--- src/rtl/core/jsu_pkg.sv ---
package jsu_pkg;

	// error codes carried on error_code
	localparam logic [1:0] ERR_NONE   = 2'd0;
	localparam logic [1:0] ERR_ESCAPE = 2'd1;
	localparam logic [1:0] ERR_HEX    = 2'd2;
	localparam logic [1:0] ERR_UNTERM = 2'd3;

	// characters the decoder looks at
	localparam logic [7:0] CH_QUOTE  = 8'h22;
	localparam logic [7:0] CH_BSLASH = 8'h5c;
	localparam logic [7:0] CH_SLASH  = 8'h2f;
	localparam logic [7:0] CH_LOW_B  = 8'h62;
	localparam logic [7:0] CH_LOW_F  = 8'h66;
	localparam logic [7:0] CH_LOW_N  = 8'h6e;
	localparam logic [7:0] CH_LOW_R  = 8'h72;
	localparam logic [7:0] CH_LOW_T  = 8'h74;
	localparam logic [7:0] CH_LOW_U  = 8'h75;

	// control characters that escapes decode to
	localparam logic [7:0] CTL_BS = 8'h08;
	localparam logic [7:0] CTL_FF = 8'h0c;
	localparam logic [7:0] CTL_LF = 8'h0a;
	localparam logic [7:0] CTL_CR = 8'h0d;
	localparam logic [7:0] CTL_HT = 8'h09;

	// hex digit lookup: ok flag and nibble value
	typedef struct packed {
		logic       ok;
		logic [3:0] nib;
	} hex_digit_t;

	function automatic hex_digit_t hex_decode(input logic [7:0] b);
		hex_digit_t r;
		r.ok  = 1'b0;
		r.nib = 4'd0;
		if (b >= 8'h30 && b <= 8'h39) begin
			r.ok  = 1'b1;
			r.nib = 4'(b - 8'h30);
		end else if (b >= 8'h41 && b <= 8'h46) begin
			r.ok  = 1'b1;
			r.nib = 4'(b - 8'h37);
		end else if (b >= 8'h61 && b <= 8'h66) begin
			r.ok  = 1'b1;
			r.nib = 4'(b - 8'h57);
		end
		return r;
	endfunction

endpackage

--- src/rtl/core/json_string_unescape_unit.sv ---
// path: a byte goes from the input register through the decoder into the result register
// throughput: one byte per cycle; the input register and the result
// register each advance every cycle unless the result side stalls
// reset: arst_n clears the decoder to idle outside any string and drops
// both valid flags; payload registers are not reset
module json_string_unescape_unit import jsu_pkg::*; (
	input  logic       clk,
	input  logic       arst_n,
	input  logic       in_valid,
	output logic       in_ready,
	input  logic [7:0] in_byte,
	input  logic       last_of_input,
	output logic       out_valid,
	input  logic       out_ready,
	output logic       byte_valid,
	output logic [7:0] out_byte,
	output logic       string_done,
	output logic       binary_seen,
	output logic [1:0] error_code
);

	typedef enum logic [1:0] {
		MODE_IDLE,
		MODE_STRING,
		MODE_ESCAPE,
		MODE_HEX
	} mode_t;

	mode_t      mode_q, mode_d;
	logic [1:0] left_q, left_d;
	logic [7:0] acc_q, acc_d;
	logic       zflag_q, zflag_d;

	logic       vld_s1;
	logic [7:0] byte_s1;
	logic       last_s1;

	logic       advance;
	logic       fire;
	logic       r_bvalid, r_done, r_bin;
	logic [7:0] r_byte;
	logic [1:0] r_err;
	hex_digit_t hd;
	logic [7:0] acc_next;

	// the input stage moves on when the result register is free
	assign advance  = vld_s1 && (!out_valid || out_ready);
	assign in_ready = !vld_s1 || advance;

	// input register
	always_ff @(posedge clk or negedge arst_n) begin
		if (!arst_n) begin
			vld_s1 <= 1'b0;
		end else if (in_ready) begin
			vld_s1 <= in_valid;
		end
	end

	always_ff @(posedge clk) begin
		if (in_ready && in_valid) begin
			byte_s1 <= in_byte;
			last_s1 <= last_of_input;
		end
	end

	assign hd       = hex_decode(byte_s1);
	assign acc_next = {acc_q[3:0], hd.nib};

	// decode one byte against the current mode
	always_comb begin
		mode_d   = mode_q;
		left_d   = left_q;
		acc_d    = acc_q;
		zflag_d  = zflag_q;
		fire     = 1'b0;
		r_bvalid = 1'b0;
		r_byte   = 8'd0;
		r_done   = 1'b0;
		r_bin    = 1'b0;
		r_err    = ERR_NONE;
		if (mode_q == MODE_IDLE) begin
			if (byte_s1 == CH_QUOTE) begin
				left_d  = 2'd0;
				acc_d   = 8'd0;
				zflag_d = 1'b0;
				if (last_s1) begin
					fire  = 1'b1;
					r_err = ERR_UNTERM;
				end else begin
					mode_d = MODE_STRING;
				end
			end
		end else if (last_s1 && !(byte_s1 == CH_QUOTE && mode_q != MODE_ESCAPE)) begin
			// input ends with the string still open
			mode_d  = MODE_IDLE;
			left_d  = 2'd0;
			acc_d   = 8'd0;
			zflag_d = 1'b0;
			fire    = 1'b1;
			r_err   = ERR_UNTERM;
		end else begin
			case (mode_q)
				MODE_STRING: begin
					if (byte_s1 == CH_QUOTE) begin
						fire    = 1'b1;
						r_done  = 1'b1;
						r_bin   = zflag_q;
						mode_d  = MODE_IDLE;
						left_d  = 2'd0;
						acc_d   = 8'd0;
						zflag_d = 1'b0;
					end else if (byte_s1 == CH_BSLASH) begin
						mode_d = MODE_ESCAPE;
					end else begin
						fire     = 1'b1;
						r_bvalid = 1'b1;
						r_byte   = byte_s1;
					end
				end
				MODE_ESCAPE: begin
					mode_d   = MODE_STRING;
					fire     = 1'b1;
					r_bvalid = 1'b1;
					case (byte_s1)
						CH_QUOTE, CH_BSLASH, CH_SLASH: r_byte = byte_s1;
						CH_LOW_B: r_byte = CTL_BS;
						CH_LOW_F: r_byte = CTL_FF;
						CH_LOW_N: r_byte = CTL_LF;
						CH_LOW_R: r_byte = CTL_CR;
						CH_LOW_T: r_byte = CTL_HT;
						CH_LOW_U: begin
							fire     = 1'b0;
							r_bvalid = 1'b0;
							mode_d   = MODE_HEX;
							left_d   = 2'd3;
							acc_d    = 8'd0;
						end
						default: begin
							r_bvalid = 1'b0;
							r_err    = ERR_ESCAPE;
							mode_d   = MODE_IDLE;
							left_d   = 2'd0;
							acc_d    = 8'd0;
							zflag_d  = 1'b0;
						end
					endcase
				end
				MODE_HEX: begin
					if (!hd.ok) begin
						fire    = 1'b1;
						r_err   = ERR_HEX;
						mode_d  = MODE_IDLE;
						left_d  = 2'd0;
						acc_d   = 8'd0;
						zflag_d = 1'b0;
					end else if (left_q != 2'd0) begin
						acc_d  = acc_next;
						left_d = left_q - 2'd1;
					end else begin
						// last digit: emit the low byte of the code point
						fire     = 1'b1;
						r_bvalid = 1'b1;
						r_byte   = acc_next;
						if (acc_next == 8'd0) begin
							zflag_d = 1'b1;
						end
						mode_d = MODE_STRING;
						acc_d  = 8'd0;
					end
				end
				default: begin
					mode_d = MODE_IDLE;
				end
			endcase
		end
	end

	// decoder state and result valid
	always_ff @(posedge clk or negedge arst_n) begin
		if (!arst_n) begin
			mode_q    <= MODE_IDLE;
			left_q    <= 2'd0;
			acc_q     <= 8'd0;
			zflag_q   <= 1'b0;
			out_valid <= 1'b0;
		end else begin
			if (advance) begin
				mode_q  <= mode_d;
				left_q  <= left_d;
				acc_q   <= acc_d;
				zflag_q <= zflag_d;
			end
			if (advance) begin
				out_valid <= fire;
			end else if (out_ready) begin
				out_valid <= 1'b0;
			end
		end
	end

	// result register
	always_ff @(posedge clk) begin
		if (advance && fire) begin
			byte_valid  <= r_bvalid;
			out_byte    <= r_byte;
			string_done <= r_done;
			binary_seen <= r_bin;
			error_code  <= r_err;
		end
	end

endmodule

--- config.mk ---
export PLATFORM = sky130hd
export DESIGN_NAME = json_string_unescape_unit
export DESIGN_NICKNAME = d
export VERILOG_FILES = /design/src/rtl/core/jsu_pkg.sv /design/src/rtl/core/json_string_unescape_unit.sv
export SDC_FILE = /design/constraint.sdc
export NUM_CORES = 1
export LEC_CHECK = 0
export BUFFER_PORTS_ARGS = -buffer_cell sky130_fd_sc_hd__buf_2
export CAP_MARGIN = 0
export CORE_MARGIN = 3
export CORE_UTILIZATION = 40
export CTS_CLUSTER_DIAMETER = 30
export DETAILED_ROUTE_END_ITERATION = 16
export PLACE_DENSITY = 0.61
export RECOVER_POWER = 25
export SETUP_SLACK_MARGIN = 0.15
export SLEW_MARGIN = 30
export SYNTH_ARGS = -nofsm -noshare
export SYNTH_HDL_FRONTEND = slang
export SYNTH_SLANG_ARGS = --single-unit
--- constraint.sdc ---
create_clock -name clk -period 3.55 [get_ports clk]
set_clock_uncertainty 0.05 [all_clocks]
set_input_delay 0.71 -clock clk [delete_from_list [all_inputs] [get_ports clk]]
set_output_delay 0.71 -clock clk [all_outputs]
set_load 0.03 [all_outputs]
==> metrics <==
most common library cell in the layout ignoring fill and taps buf_2; Final min period a little under 3 ns; first drt pass iteration count 4; worst-path fanout max 13; Cell Area, Synth around 0.0022 mm2; transition time of the tightest slew-check pin 0.660 ns; worst hold path type input port to asynchronous set/reset pin; routed wirelength normalized by instance count between 15 and 20 um; cell at the root of the clock tree clkbuf_8; Post-CTS Resized 0; worst hold slack across all endpoints 0.377 ns; warnings from Yosys 0; Leakage 0.933 nW; headroom to the max-slew limit 55.5%; total setup buffers inserted after CTS 0; unrepaired setup endpoints after global routing false; arrival time of the worst setup path 2.84 ns; Synth Flop Type edfxtp_1; share of the yosys chip area belonging to registers between 40% and 50%; clock-pin transition on the worst setup and hold timing paths around 0.070 ns; fraction of registers with async set or reset after synthesis 33.3%; routability-driven placement congestion ratio 0.870; total I/O pin count 28; Power Dens Cells 544 mW/mm2; run status complete, no violations; fin. max-slew vios 0; antenna violations before repair 0; share of final-layout standard cells stronger than drive strength 1 24.1%; top library cells by usage in the layout, fill and taps aside 26 x buf_2, 22 x edfxtp_1, 19 x nand2_1; CTS sink cnt 33; buffers added on ports 27; all-layer global routing usage 16.5%; Initial DRC Count 116; setup_tns 0 ns; Final setup violation count 0; total nets after synthesis 240; minimum setup slack in the final design about 0.65 ns; Skew-Pair Late Insertion Delay 0.29 ns; Std-Cell Rows 26; data required time of the worst path 3.49 ns; initial standard-cell utilization of the core 42.2%; Area growth syn-to-layout 12.3%; final core occ between 40% and 50%; highest clock rate 345 MHz; height of the chip 80.4 um; die area 0.00646 mm2; first-pass GRT wire length approximately 8 mm; total power draw 0.00135 W; filler cell count 494; total number of nets in the final design 267; count of nets left with antenna violations after detail routing 0; MaxCap Viol Count 0; nature of the critical path endpoint register; final-report hold violation count 0; width of the chip 80.4 um; post-route fraction of the period consumed by the critical path 81.6%; number of flops mapped to enable cells by yosys 22; largest net degree at the start of global routing 19; number of storage elements in the synthesis netlist 33; count of unresolved DRC violations after routing 0; startpoint kind of the worst setup timing path register; routed vias 1738; maximum count of clock buffers along a single path 2; clock tree from TritonCTS done; IR drop worst, VDD approximately 300 uV; vias per inst 5.45; antenna diode count 0; Mapped Cells 221; hold buffer count at cts 0; placeable core region ~0.0052 mm2; gr ovfl total 0; Worst Setup Slack post-DPL around 0.7 ns; H-tree depth 2; CTS buffer count 5; routed wire length 4.84 mm; hpwl dp 3.67 mm; Synth Area per Inst 10.0 um2; library cells used by synthesis 65; via count of the first global-routing pass 1647; classification of the worst setup path register to register
[critical path, cell delays in order, from the launching register on]
cell      delay, ns
edfxtp_1       0.52
inv_1          0.20
ha_1           0.26
nor2_1         0.26
a211oi_4       0.17
o21ai_2        0.33
o211ai_1       0.16
a221oi_2       0.37
buf_4          0.26
[flip-flops by register name, indices dropped and copies added (netlist names)]
| register | cells |
|---|---|
| acc_q | 4 |
| binary_seen | 1 |
| byte_s1 | 8 |
| byte_valid | 1 |
| error_code | 2 |
| last_s1 | 1 |
| left_q | 2 |
| mode_q | 2 |
| out_byte | 8 |
| out_valid | 1 |
| string_done | 1 |
| vld_s1 | 1 |
| zflag_q | 1 |
[Yosys cell counts, drive strengths merged (2+ instances only)]
master / number / area share [%]
a211oi: 4 / 2.7
a21oi: 12 / 2.7
a22oi: 2 / 0.68
a31oi: 4 / 1.1
and2: 9 / 2.9
and3: 5 / 1.5
buf: 5 / 1.9
clkbuf: 5 / 1.0
dfrtp: 11 / 12
edfxtp: 22 / 30
ha: 6 / 3.4
inv: 7 / 1.2
mux2i: 3 / 1.4
nand2: 19 / 3.2
nand2b: 5 / 1.8
nand3: 5 / 1.1
nand3b: 4 / 1.4
nor2: 18 / 3.1
nor2b: 3 / 0.85
nor3b: 4 / 1.8
nor4: 2 / 0.57
nor4b: 2 / 1.8
nor4bb: 2 / 0.91
o211ai: 2 / 0.68
o21a: 4 / 1.4
o21ai: 24 / 5.6
o31ai: 4 / 1.6
o41ai: 2 / 0.79
or3: 3 / 1.1
xnor2: 4 / 1.6
[power breakdown]
| part | leakage, nW | internal [W] | switching [W] |
|---|---|---|---|
| clock | 0.0439 | 0.000135 | 0.000141 |
| combinational | 0.529 | 0.000175 | 0.000319 |
| sequential | 0.360 | 0.000499 | 0.0000834 |
[metal layers]
metal,global-route usage [%],wire (um)
met5,0,0
met4,4.73,82
met3,3.81,277
met2,25.5,2130
met1,23.1,2360
[worst paths after layout]
path / start / endpoint / slack [ns] / cells after the start
worst min register to register: left_q[1]$_DFFE_PN0P_ / left_q[1]$_DFFE_PN0P_ / 0.45 / 2
worst min-delay path: arst_n / vld_s1$_DFFE_PN0N_ / 0.38 / 1
worst max register to register: byte_s1[0]$_DFFE_PP_ / out_byte[2]$_SDFFCE_PP0P_ / 0.65 / 8
min in group clk: left_q[1]$_DFFE_PN0P_ / left_q[1]$_DFFE_PN0P_ / 0.45 / 2
max in group asynchronous: arst_n / acc_q[3]$_DFFE_PN0P_ / 2.64 / 1
worst max-delay path: byte_s1[0]$_DFFE_PP_ / out_byte[2]$_SDFFCE_PP0P_ / 0.65 / 8
[logic make-up (layout without fill, tap and decap cells)]
family / Yosys count / count (layout) / share of synthesized area, %
fa+ha+maj: 6 / 6 / 3.39
mux: 4 / 4 / 1.87
compound gates: 69 / 69 / 21.7
xor+xnor: 4 / 4 / 1.58
flops: 33 / 33 / 42.3
simple gates: 88 / 88 / 25.0
buf+inv: 17 / 45 / 4.13
[per-stage QoR]
| stage | cells | instance area (um2) |
|---|---|---|
| after floorplan | 221 | 2210 |
| after global placement | 311 | 2400 |
| after detailed placement | 311 | 2400 |
| after CTS | 319 | 2480 |
| after global routing | 319 | 2480 |
| final | 319 | 2480 |
[final cells by class]
cell class              instances  area [um2]  area share, %
clock buffers                   5        68.8           2.77
clock inverters                 3        17.5          0.705
inverters                       7        26.3           1.06
multi-input cells             171        1190           48.0
flip-flops and latches         33         936           37.7
well taps                      70        87.6           3.53
repair buffers                 30         156           6.30
(Power assumes the default switching activity.)
